### src/hdl/assert_macros.svh
// Shared assertion macros for the block's RTL.
`ifndef ASSERT_MACROS_SVH
`define ASSERT_MACROS_SVH

// Same-cycle implication, disabled while reset is high.
`define ASSERT_SAME(label, clk, rst, ante, cons) \
   label: assert property (@(posedge clk) disable iff (rst) (ante) |-> (cons)) \
      else $error("same-cycle check failed");

// Next-cycle implication, disabled while reset is high.
`define ASSERT_NEXT(label, clk, rst, ante, cons) \
   label: assert property (@(posedge clk) disable iff (rst) (ante) |=> (cons)) \
      else $error("next-cycle check failed");

`endif

### src/hdl/arpc_pkg.sv
package arpc_pkg;

   localparam int CACHE_DEPTH = 16;
   localparam int IDX_W = (CACHE_DEPTH > 1) ? $clog2(CACHE_DEPTH) : 1;
   localparam int CNT_W = $clog2(CACHE_DEPTH + 1);

   localparam int MAC_W = 48;
   localparam int IP_W = 32;
   localparam int RXOP_W = 16;
   localparam int OP_W = 2;
   localparam int SLOT_W = 4;
   localparam int ENTRY_W = MAC_W + IP_W;
   localparam int PADDR_W = 4;
   localparam int PDATA_W = 64;

   localparam logic [RXOP_W-1:0] RX_OP_REQUEST = 16'h0001;
   localparam logic [OP_W-1:0] OP_REQUEST = 2'd1;
   localparam logic [OP_W-1:0] OP_REPLY = 2'd2;
   localparam logic REQ_RECEIVED = 1'b0;
   localparam logic REQ_SEND = 1'b1;
   localparam logic [PADDR_W-1:0] ADDR_OWN_MAC = 4'h0;
   localparam logic [MAC_W-1:0] BROADCAST_MAC = {MAC_W{1'b1}};

   typedef struct packed {
      logic capture;
      logic emit_send;
      logic scan_start;
      logic scan_step;
      logic finish_hit;
      logic finish_miss;
   } arpc_cmd_type;

   typedef struct packed {
      logic is_send;
      logic drop;
      logic count_zero;
      logic rd_valid;
      logic match;
      logic last;
   } arpc_stat_type;

endpackage

### src/hdl/arpc_ram.sv
module arpc_ram #(
   parameter int WIDTH = 8,
   parameter int DEPTH = 16
) (
   input  logic                                       clock,
   input  logic                                       wr_en,
   input  logic [((DEPTH > 1) ? $clog2(DEPTH) : 1)-1:0] wr_addr,
   input  logic [WIDTH-1:0]                           wr_data,
   input  logic [((DEPTH > 1) ? $clog2(DEPTH) : 1)-1:0] rd_addr,
   output logic [WIDTH-1:0]                           rd_data
);

   logic [WIDTH-1:0] mem_ff [DEPTH];
   logic [WIDTH-1:0] rd_data_ff;

   always_ff @(posedge clock) begin
      if (wr_en) begin
         mem_ff[wr_addr] <= wr_data;
      end
      rd_data_ff <= mem_ff[rd_addr];
   end

   assign rd_data = rd_data_ff;

endmodule

### src/hdl/arpc_ctrl.sv
module arpc_ctrl import arpc_pkg::*; (
   input  logic          clock,
   input  logic          reset,
   input  logic          start,
   output logic          busy,
   input  arpc_stat_type stat,
   output arpc_cmd_type  cmd
);

   localparam logic ST_IDLE = 1'b0;
   localparam logic ST_SCAN = 1'b1;

   logic state_ff;
   logic state_in;

   always_comb begin
      cmd = '0;
      state_in = state_ff;
      case (state_ff)
         ST_IDLE: begin
            if (start) begin
               if (stat.is_send) begin
                  cmd.emit_send = 1'b1;
               end else if (!stat.drop) begin
                  cmd.capture = 1'b1;
                  cmd.scan_start = 1'b1;
                  state_in = ST_SCAN;
               end
            end
         end
         ST_SCAN: begin
            if (stat.count_zero) begin
               cmd.finish_miss = 1'b1;
               state_in = ST_IDLE;
            end else if (stat.rd_valid && stat.match) begin
               cmd.finish_hit = 1'b1;
               state_in = ST_IDLE;
            end else if (stat.rd_valid && stat.last) begin
               cmd.finish_miss = 1'b1;
               state_in = ST_IDLE;
            end else begin
               cmd.scan_step = 1'b1;
            end
         end
         default: begin
            state_in = ST_IDLE;
         end
      endcase
   end

   always_ff @(posedge clock) begin
      if (reset) begin
         state_ff <= ST_IDLE;
      end else begin
         state_ff <= state_in;
      end
   end

   assign busy = (state_ff != ST_IDLE);

endmodule

### src/hdl/arpc_dp.sv
module arpc_dp import arpc_pkg::*; (
   input  logic              clock,
   input  logic              reset,
   input  arpc_cmd_type      cmd,
   output arpc_stat_type     stat,
   input  logic              cfg_we,
   input  logic [MAC_W-1:0]  cfg_mac,
   output logic [MAC_W-1:0]  own_mac,
   input  logic              req_type,
   input  logic [RXOP_W-1:0] req_rx_opcode,
   input  logic [MAC_W-1:0]  req_sender_mac,
   input  logic [IP_W-1:0]   req_sender_ip,
   input  logic [IP_W-1:0]   req_request_ip,
   output logic              rsp_valid,
   output logic [OP_W-1:0]   rsp_frame_opcode,
   output logic [MAC_W-1:0]  rsp_dest_mac,
   output logic [IP_W-1:0]   rsp_dest_ip,
   output logic [SLOT_W-1:0] rsp_slot_used,
   output logic              rsp_slot_new,
   output logic              rsp_cache_full
);

   logic [MAC_W-1:0]   own_mac_ff, own_mac_in;
   logic [MAC_W-1:0]   smac_ff, smac_in;
   logic [IP_W-1:0]    sip_ff, sip_in;
   logic [CNT_W-1:0]   count_ff, count_in;
   logic [CNT_W-1:0]   scan_idx_ff, scan_idx_in;
   logic [IDX_W-1:0]   cmp_idx_ff, cmp_idx_in;
   logic               rd_valid_ff, rd_valid_in;
   logic               rsp_valid_ff, rsp_valid_in;
   logic [OP_W-1:0]    op_ff, op_in;
   logic [MAC_W-1:0]   dmac_ff, dmac_in;
   logic [IP_W-1:0]    dip_ff, dip_in;
   logic [SLOT_W-1:0]  slot_ff, slot_in;
   logic               new_ff, new_in;
   logic               full_ff, full_in;

   logic               issue;
   logic               is_full;
   logic               mac_differs;
   logic               wr_en;
   logic [IDX_W-1:0]   wr_addr;
   logic [ENTRY_W-1:0] rd_entry;
   logic [IP_W-1:0]    rd_ip;
   logic [MAC_W-1:0]   rd_mac;

   arpc_ram #(
      .WIDTH(ENTRY_W),
      .DEPTH(CACHE_DEPTH)
   ) u_cache (
      .clock  (clock),
      .wr_en  (wr_en),
      .wr_addr(wr_addr),
      .wr_data({smac_ff, sip_ff}),
      .rd_addr(scan_idx_ff[IDX_W-1:0]),
      .rd_data(rd_entry)
   );

   assign rd_ip = rd_entry[IP_W-1:0];
   assign rd_mac = rd_entry[ENTRY_W-1:IP_W];
   assign issue = (scan_idx_ff < count_ff);
   assign is_full = (count_ff == CNT_W'(CACHE_DEPTH));
   assign mac_differs = (rd_mac != smac_ff);

   // A hit writes back only when the stored address actually changes.
   assign wr_en = (cmd.finish_hit && mac_differs) || (cmd.finish_miss && !is_full);
   assign wr_addr = cmd.finish_hit ? cmp_idx_ff : count_ff[IDX_W-1:0];

   always_comb begin
      stat.is_send = (req_type == REQ_SEND);
      stat.drop = (req_sender_mac == own_mac_ff) || (req_rx_opcode != RX_OP_REQUEST);
      stat.count_zero = (count_ff == '0);
      stat.rd_valid = rd_valid_ff;
      stat.match = (rd_ip == sip_ff);
      stat.last = (CNT_W'(cmp_idx_ff) == count_ff - CNT_W'(1));
   end

   always_comb begin
      own_mac_in = cfg_we ? cfg_mac : own_mac_ff;
      smac_in = cmd.capture ? req_sender_mac : smac_ff;
      sip_in = cmd.capture ? req_sender_ip : sip_ff;
      count_in = count_ff;
      scan_idx_in = scan_idx_ff;
      cmp_idx_in = cmp_idx_ff;
      rd_valid_in = 1'b0;

      if (cmd.scan_start) begin
         scan_idx_in = '0;
      end else if (cmd.scan_step) begin
         rd_valid_in = issue;
         cmp_idx_in = scan_idx_ff[IDX_W-1:0];
         if (issue) begin
            scan_idx_in = scan_idx_ff + CNT_W'(1);
         end
      end

      if (cmd.finish_miss && !is_full) begin
         count_in = count_ff + CNT_W'(1);
      end

      rsp_valid_in = 1'b0;
      op_in = op_ff;
      dmac_in = dmac_ff;
      dip_in = dip_ff;
      slot_in = slot_ff;
      new_in = new_ff;
      full_in = full_ff;

      if (cmd.emit_send) begin
         rsp_valid_in = 1'b1;
         op_in = OP_REQUEST;
         dmac_in = BROADCAST_MAC;
         dip_in = req_request_ip;
         slot_in = '0;
         new_in = 1'b0;
         full_in = 1'b0;
      end else if (cmd.finish_hit) begin
         rsp_valid_in = 1'b1;
         op_in = OP_REPLY;
         dmac_in = smac_ff;
         dip_in = sip_ff;
         slot_in = SLOT_W'(cmp_idx_ff);
         new_in = 1'b0;
         full_in = 1'b0;
      end else if (cmd.finish_miss) begin
         rsp_valid_in = 1'b1;
         op_in = OP_REPLY;
         dmac_in = smac_ff;
         dip_in = sip_ff;
         slot_in = is_full ? '0 : SLOT_W'(count_ff);
         new_in = !is_full;
         full_in = is_full;
      end
   end

   always_ff @(posedge clock) begin
      if (reset) begin
         own_mac_ff <= '0;
         count_ff <= '0;
         rd_valid_ff <= 1'b0;
         rsp_valid_ff <= 1'b0;
      end else begin
         own_mac_ff <= own_mac_in;
         count_ff <= count_in;
         rd_valid_ff <= rd_valid_in;
         rsp_valid_ff <= rsp_valid_in;
      end
   end

   always_ff @(posedge clock) begin
      smac_ff <= smac_in;
      sip_ff <= sip_in;
      scan_idx_ff <= scan_idx_in;
      cmp_idx_ff <= cmp_idx_in;
      op_ff <= op_in;
      dmac_ff <= dmac_in;
      dip_ff <= dip_in;
      slot_ff <= slot_in;
      new_ff <= new_in;
      full_ff <= full_in;
   end

   assign own_mac = own_mac_ff;
   assign rsp_valid = rsp_valid_ff;
   assign rsp_frame_opcode = op_ff;
   assign rsp_dest_mac = dmac_ff;
   assign rsp_dest_ip = dip_ff;
   assign rsp_slot_used = slot_ff;
   assign rsp_slot_new = new_ff;
   assign rsp_cache_full = full_ff;

endmodule

### src/hdl/arp_responder_with_cache.sv
// Send requests and dropped frames leave busy low, and a send result follows in the next cycle.
// A received ARP request scans the cache one slot per cycle through the registered RAM port:
// a miss replies once the last cached entry has been compared, a hit as soon as its slot
// matches, and an empty cache replies without a read; busy is high while the scan runs and
// is low again when the result appears. Results are one-cycle strobes, never stalled.
// Synchronous active-high reset clears the entry count, own MAC and control state at once.
`include "assert_macros.svh"

module arp_responder_with_cache import arpc_pkg::*; (
   input  logic               clock,
   input  logic               reset,
   input  logic               start,
   output logic               busy,
   input  logic               req_type,
   input  logic [RXOP_W-1:0]  req_rx_opcode,
   input  logic [MAC_W-1:0]   req_sender_mac,
   input  logic [IP_W-1:0]    req_sender_ip,
   input  logic [IP_W-1:0]    req_request_ip,
   output logic               rsp_valid,
   output logic [OP_W-1:0]    rsp_frame_opcode,
   output logic [MAC_W-1:0]   rsp_dest_mac,
   output logic [IP_W-1:0]    rsp_dest_ip,
   output logic [SLOT_W-1:0]  rsp_slot_used,
   output logic               rsp_slot_new,
   output logic               rsp_cache_full,
   input  logic               psel,
   input  logic               penable,
   input  logic               pwrite,
   input  logic [PADDR_W-1:0] paddr,
   input  logic [PDATA_W-1:0] pwdata,
   output logic [PDATA_W-1:0] prdata,
   output logic               pready
);

   arpc_cmd_type     cmd;
   arpc_stat_type    stat;
   logic             cfg_we;
   logic [MAC_W-1:0] own_mac;

   assign pready = 1'b1;
   assign cfg_we = psel && penable && pwrite && (paddr == ADDR_OWN_MAC);
   assign prdata = (paddr == ADDR_OWN_MAC) ? PDATA_W'(own_mac) : '0;

   arpc_ctrl u_ctrl (
      .clock(clock),
      .reset(reset),
      .start(start),
      .busy (busy),
      .stat (stat),
      .cmd  (cmd)
   );

   arpc_dp u_dp (
      .clock           (clock),
      .reset           (reset),
      .cmd             (cmd),
      .stat            (stat),
      .cfg_we          (cfg_we),
      .cfg_mac         (pwdata[MAC_W-1:0]),
      .own_mac         (own_mac),
      .req_type        (req_type),
      .req_rx_opcode   (req_rx_opcode),
      .req_sender_mac  (req_sender_mac),
      .req_sender_ip   (req_sender_ip),
      .req_request_ip  (req_request_ip),
      .rsp_valid       (rsp_valid),
      .rsp_frame_opcode(rsp_frame_opcode),
      .rsp_dest_mac    (rsp_dest_mac),
      .rsp_dest_ip     (rsp_dest_ip),
      .rsp_slot_used   (rsp_slot_used),
      .rsp_slot_new    (rsp_slot_new),
      .rsp_cache_full  (rsp_cache_full)
   );

   `ASSERT_NEXT(a_send_emits, clock, reset, start && !busy && (req_type == REQ_SEND),
      rsp_valid && (rsp_frame_opcode == OP_REQUEST))
   `ASSERT_NEXT(a_self_dropped, clock, reset,
      start && !busy && (req_type == REQ_RECEIVED) && (req_sender_mac == own_mac),
      !rsp_valid && !busy)
   `ASSERT_SAME(a_result_ends_busy, clock, reset, rsp_valid, !busy)
   `ASSERT_SAME(a_new_not_full, clock, reset, rsp_valid && rsp_slot_new, !rsp_cache_full)

endmodule

### config.mk
export PLATFORM = sky130hd
export DESIGN_NAME = arp_responder_with_cache
export DESIGN_NICKNAME = d
export VERILOG_FILES = /design/src/hdl/arpc_pkg.sv /design/src/hdl/arpc_ram.sv /design/src/hdl/arpc_ctrl.sv /design/src/hdl/arpc_dp.sv /design/src/hdl/arp_responder_with_cache.sv
export VERILOG_INCLUDE_DIRS = /design/src /design/src/hdl
export SDC_FILE = /design/constraint.sdc
export NUM_CORES = 2
export LEC_CHECK = 0
export BUFFER_PORTS_ARGS = -buffer_cell sky130_fd_sc_hd__buf_4
export CORE_UTILIZATION = 50
export CTS_CLUSTER_SIZE = 25
export DETAILED_ROUTE_END_ITERATION = 6
export PLACE_DENSITY = 0.68
export SETUP_SLACK_MARGIN = 0.3
export SKIP_CTS_REPAIR_TIMING = 1
export SYNTH_ARGS = -nofsm -noshare
export SYNTH_HDL_FRONTEND = slang
export SYNTH_HIERARCHICAL = 1
export SYNTH_SLANG_ARGS = --single-unit
### constraint.sdc
create_clock -name clock -period 13.2 [get_ports clock]
set_input_delay 1.32 -clock clock [delete_from_list [all_inputs] [get_ports clock]]
set_output_delay 1.32 -clock clock [all_outputs]
set_load 0.01 [all_outputs]
* Word level (Yosys, flattened, before mapping)
Memory sizes are Yosys's and may differ from the RTL's. A register that Yosys moved wholly into a read port is not among the register bits. Index checks and enable logic that the tools add are counted.
Word-level totals: bits in registers 233, latch bits 0, RAM bits 1280, memory bits (read-only) 0, bits of input ports 203, output and inout bits 155, word-level logic and storage cells 80, memories 1
Cells by class: add/sub/neg operators 3, multiply operators 0, divide/modulo/power cells 0, magnitude comparators 1, equality and inequality tests 6, shift operators 0, multiplexer cells 33, bitwise logic cells 3, reductions and logical operators 18
Memories:
- u_dp.u_cache.mem_ff | depth 16, width 80, rd ports 1, clocked after Yosys merged registers in 1, wr ports 1, line arpc_ram.sv:13 | logic [WIDTH-1:0] mem_ff [DEPTH];
Operators by type and width (number):
- $mux 48 | 3
- $mux 32 | 3
- $eq 48x48->1 | 1
- $ne 48x48->1 | 1
- $eq 32x32->1 | 1
- $mux 1 | 16
- $mux 4 | 4
- $ne 16x1->1 const B | 1
- $add 5x1->5 const B | 2
- $mux 3 | 3
- $logic_and 1x1->1 | 7
- $mux 2 | 3
- $eq 4x5->1 | 1
- $eq 5x5->1 const B | 1
- $logic_not 5->1 | 1
- $lt 5x5->1 | 1
- $sub 5x1->5 const B | 1
- $logic_not 4->1 | 1
- $reduce_and 2->1 | 2
- $not 1->1 | 3
- $reduce_bool 3->1 | 1
- $reduce_or 3->1 | 1
- $logic_or 1x1->1 | 2
- $pmux 1 s2 | 1
- 3 further kinds | 3

* Logic depth before layout (Yosys ltp)
depth in word-level cells 11, gate-level depth with buffers 14, gate-level depth less buffers 13

* Hierarchy
The synthesis kept the hierarchy.
By module, submodules not included:
- arpc_ram | times used 1, cells an instance 2054, area each 49422.4 um^2
- arpc_dp | times used 1, cells an instance 818, area each 9779.4 um^2
- arp_responder_with_cache | times used 1, cells an instance 74, area each 503.0 um^2
- arpc_ctrl | times used 1, cells an instance 12, area each 122.6 um^2

* Worst setup path after synthesis
OpenSTA, ideal clock, no wires.
kind register -> register, start point reg u_dp.sip_ff[26], end point mem u_dp/u_cache/mem_ff[0][0] in the netlist's numbering (enable), setup time 0.616 ns, arrival time 8.076 ns, data required time 12.584 ns, setup slack 4.507 ns, cell stages (with the launch flop) 12, path buffers 2, period minus slack after synthesis 8.693 ns, cells stage by stage edfxtp_1 xor2_1 nor4_1 nand4_1 nor2_1 and4b_2 clkbuf_1 clkbuf_1 o31ai_1 nand2_1 or3b_2 nor3_1
RTL lines:
- start, declared | line arpc_dp.sv:25 | logic [IP_W-1:0] sip_ff, sip_in;
- start signal, assigned | line arpc_dp.sv:152 | sip_ff <= sip_in;
- end, declared | line arpc_ram.sv:13

==> flow_summary.toml <==
[synthesis]
netlist.area_leader.share = 0.701
post_synth_fa_ha_maj_area_fraction = 0.00146
share_of_synthesized_area_occupied_by_flip_flops_and_latches = 0.767
number_of_enable_type_register_cells_in_the_synthesized_netlist = 1396
synth.avg_cell_area_um2 = 20.2
synthesis.yosys.warnings = 6
synth_simple_gate_area_share = 0.0379
synth_top_cell_by_area = "sky130_fd_sc_hd__edfxtp_1"
synth_cell_type_count = 57
synth_top_family_by_area = "multiplexers"
mappedNetlistArea_um2 = 59800
synth-xor-area-share = 0.0203
synthesized_area_fraction_occupied_by_ao_oa_aoi_and_oai_cells = 0.0230
postSynthRegisterBits = 1593
synthCells = 2958
yosys-mux-area-fraction = 0.135
synth_top_flop_cell = "sky130_fd_sc_hd__edfxtp_1"
asyncSetResetFlopFracSynth = 0
synthTopCellsByArea = "sky130_fd_sc_hd__edfxtp_1 (70%), sky130_fd_sc_hd__mux4_2 (12%), sky130_fd_sc_hd__dfxtp_1 (6.6%)"

[clock_network]
cts_num_sinks = 1593
cts.htree.levels = 4
clockBufferDepth = 3
tritoncts = "built"
worstSkewPairLatency_ps = 760
cts.reportedPaths.clkPinSlew_ps = 60
cts.root.buffer_cell = "sky130_fd_sc_hd__clkbuf_16"
cts-buffers-inserted = 158

[timing]
maxSlewHeadroom = 0.193
fin_worst_skew_ps = 25.2
max_fclk_ghz = 0.153
grt_setup_unrepaired = "no"
totalNegativeSetupSlack_ps = 0
final.hold.worst_slack_ps = 464
finalSetupViolCount = 0
hold_violations = 0
worst-slew-pin-transition_ps = 1210
final.period_utilization = 0.494
finalCriticalPeriod_ps = 6520
max_transition_viols_final = 0

[run]
max_cap_violations = 0

[setup_path]
timing.critical_path.to_type = "flip-flop"
cp.depth = 11
worst-r2r-cell-count = 11
worst_setup_sp_type = "flip-flop"
cp_num_buf_inv = 2
worstPathMaxFanout = 38
path_common_cell = "sky130_fd_sc_hd__buf_4"
cp.arrival_ps = 6890
criticalPathCategory = "flip-flop to flip-flop"
crit_path_top_delay_cell = "sky130_fd_sc_hd__nor2_4"
worst-endpoint-required_ps = 13570
cp_cell_sequence = "xor2_1 > nor4_1 > nand4_1 > nor2_1 > and4b_2 > nand2_1 > o21ai_0 > nand2b_1 > nor2_4 > buf_4 > buf_4"
critPathTopFamily = "simple AND/OR/NAND/NOR gates"
cpPeakStageDelay_ps = 880

[route]
avgViaCountPerCell = 5.91
postRouteAntennaNets = 0
wire_per_inst_um = 28.0
remaining_drc_errors = 0
postRouteWirelength_um = 142000
via_total_after_detailed_routing = 30019
drt-pass1-iter-count = 5
first_iter_violations = 3004

[pwr]
intPower_mw = 8.07
share_seq_of_total_power = 0.543
p_sw_frac = 0.189
power.combinational.fraction = 0.010
pwr_density_cell_nw_per_um2 = 144
power.switching_mw = 1.88
ir_worst_vdd_uv = 126
leakage_nw = 23.4
clock_power_share = 0.447

[global_route]
overflow = 0
first_pass_grt_wire_length_um = 207000
globalRouteTotalUtil = 0.237
via_count_of_the_first_global_routing_pass = 31374
grt_max_degree = 119
antenna_found_initial = 0

[hold_path]
hold_path_class = "flip-flop to flip-flop"
hold-path-cell-count = 1

[finish]
antenna-diode-count = 0
postLayoutCoreUtil = 0.585
final_layout_size_suffix_gt1_frac = 0.289
area_delta_synth_final_pct = 15.8
nNetsFinal = 3558
layout.filler_cells = 8530

[floorplan]
ios = 358
dieArea_um2 = 121000
floorplan.rows = 126
chipWidth_um = 348
core_region_area_um2 = 118000
dieHeight_um = 348
starting_density = 0.505

[outcome]
run_status = "completed"

[placed_design]
port-buffer-count = 324
place.detailed.hpwl_um = 79400
place.gp.congestion = 0.916
[cell usage after synthesis (all sizes together) (3+ instances only)]
library cell	count
a21o	3
a22oi	160
and2	49
buf	98
clkbuf	71
dfxtp	197
edfxtp	1396
ha	7
inv	8
mux2	34
mux2i	50
mux4	320
nand2	188
nand2b	3
nand3b	50
nand4	22
nor2	81
nor2b	6
nor3	9
nor4	28
nor4b	3
o21ai	7
xnor2	56
xor2	83
[final timing paths]
path                                              start                               endpoint  slack, ps
setup / recovery              u_dp/sip_ff[29]$_DFFE_PP_   u_dp/u_cache/mem_ff[1][65]$_DFFE_PP_       6680
hold / removal    u_dp/rsp_frame_opcode[0]$_SDFFE_PP1P_  u_dp/rsp_frame_opcode[0]$_SDFFE_PP1P_        460
setup reg to reg              u_dp/sip_ff[29]$_DFFE_PP_   u_dp/u_cache/mem_ff[1][65]$_DFFE_PP_       6680
hold reg to reg   u_dp/rsp_frame_opcode[0]$_SDFFE_PP1P_  u_dp/rsp_frame_opcode[0]$_SDFFE_PP1P_        460
[layout make-up]
| cell class | instances | area (um2) | area share |
|---|---|---|---|
| flip-flops and latches | 1593 | 45900 | 0.662 |
| clock inverters | 64 | 584 | 0.00844 |
| multi-input cells | 1203 | 13300 | 0.192 |
| inverters | 8 | 30.0 | 0.000434 |
| repair buffers | 384 | 2900 | 0.0418 |
| clock buffers | 229 | 4600 | 0.0664 |
| well taps | 1600 | 2000 | 0.0289 |
[layout by cell type (no fill, tap or decap), types with 7 or more instances in the layout]
| master | count |
|---|---|
| sky130_fd_sc_hd__clkbuf_1 | 42 |
| sky130_fd_sc_hd__nand3b_1 | 50 |
| sky130_fd_sc_hd__clkbuf_16 | 166 |
| sky130_fd_sc_hd__edfxtp_1 | 1396 |
| sky130_fd_sc_hd__nand4_1 | 22 |
| sky130_fd_sc_hd__mux2i_1 | 50 |
| sky130_fd_sc_hd__xor2_1 | 83 |
| sky130_fd_sc_hd__buf_4 | 383 |
| sky130_fd_sc_hd__clkbuf_8 | 21 |
| sky130_fd_sc_hd__nand2_1 | 188 |
| sky130_fd_sc_hd__bufinv_16 | 10 |
| sky130_fd_sc_hd__nor2_1 | 67 |
| sky130_fd_sc_hd__and2_1 | 48 |
| sky130_fd_sc_hd__clkinv_1 | 19 |
| sky130_fd_sc_hd__conb_1 | 17 |
| sky130_fd_sc_hd__mux2_2 | 32 |
| sky130_fd_sc_hd__nor2_4 | 14 |
| sky130_fd_sc_hd__a22oi_1 | 160 |
| sky130_fd_sc_hd__ha_1 | 7 |
| sky130_fd_sc_hd__clkinv_2 | 26 |
| sky130_fd_sc_hd__dfxtp_1 | 195 |
| sky130_fd_sc_hd__nor4_1 | 27 |
| sky130_fd_sc_hd__inv_1 | 7 |
| sky130_fd_sc_hd__xnor2_1 | 56 |
| sky130_fd_sc_hd__mux4_2 | 320 |
[logic make-up after synthesis]
group | count (synthesis)
muxes | 404
AOI/OAI and AO/OA | 183
xor gates and xnor gates | 139
buffers and inverters | 177
adders and majority gates | 7
other | 2
DFF | 1593
and+or+nand+nor | 453
[state kept, by name, indices dropped and copies added (netlist names), 2 cells and up]
signal,count
u_dp/u_cache/mem_ff,1280
u_dp/u_cache/rd_data,80
u_dp/own_mac,48
u_dp/rsp_dest_mac,48
u_dp/smac_ff,48
u_dp/rsp_dest_ip,32
u_dp/sip_ff,32
u_dp/count_ff,5
u_dp/scan_idx_ff,5
u_dp/cmp_idx_ff,4
u_dp/rsp_slot_used,4
u_dp/rsp_frame_opcode,2
[worst reg2reg max path, stage by stage (launching register included)]
cell and delay (ps):
sky130_fd_sc_hd__edfxtp_1 770, sky130_fd_sc_hd__xor2_1 330, sky130_fd_sc_hd__nor4_1 690, sky130_fd_sc_hd__nand4_1 270, sky130_fd_sc_hd__nor2_1 330, sky130_fd_sc_hd__and4b_2 490, sky130_fd_sc_hd__nand2_1 120, sky130_fd_sc_hd__o21ai_0 420
sky130_fd_sc_hd__nand2b_1 470, sky130_fd_sc_hd__nor2_4 880, sky130_fd_sc_hd__buf_4 560, sky130_fd_sc_hd__buf_4 790
[through the flow]
stage	setup WS (ps)	cells	power (mW)	area, um2
floorplan	4510	2973	5.55	59900
global placement	6830	4788	5.61	64100
detailed placement	6640	4788	5.61	64100
CTS	6580	5081	10.0	69300
global route	6410	5081	10.2	69300
finish	6680	5081	9.95	69300
[power by group through the flow]
stage | logic [mW] | clock network [mW] | registers [mW]
final | 0.0992 | 4.45 | 5.41
after global routing | 0.104 | 4.72 | 5.40
after CTS | 0.0997 | 4.52 | 5.41
after detailed placement | 0.0994 | 0 | 5.51
after global placement | 0.0979 | 0 | 5.51
after floorplan | 0.0325 | 0 | 5.52
[per-layer routing]
layer  routed length, um  part of all wire  global-route usage  vias up
li1                    -                 -                   -    12648
met3               12100             0.085              0.0484      203
met4                3620             0.025              0.0690        0
met5                   0                 0                   0        -
met2               70200              0.49               0.393     1441
met1               56300              0.40               0.318    15727
No activity file was read; power rests on OpenSTA's default activity.
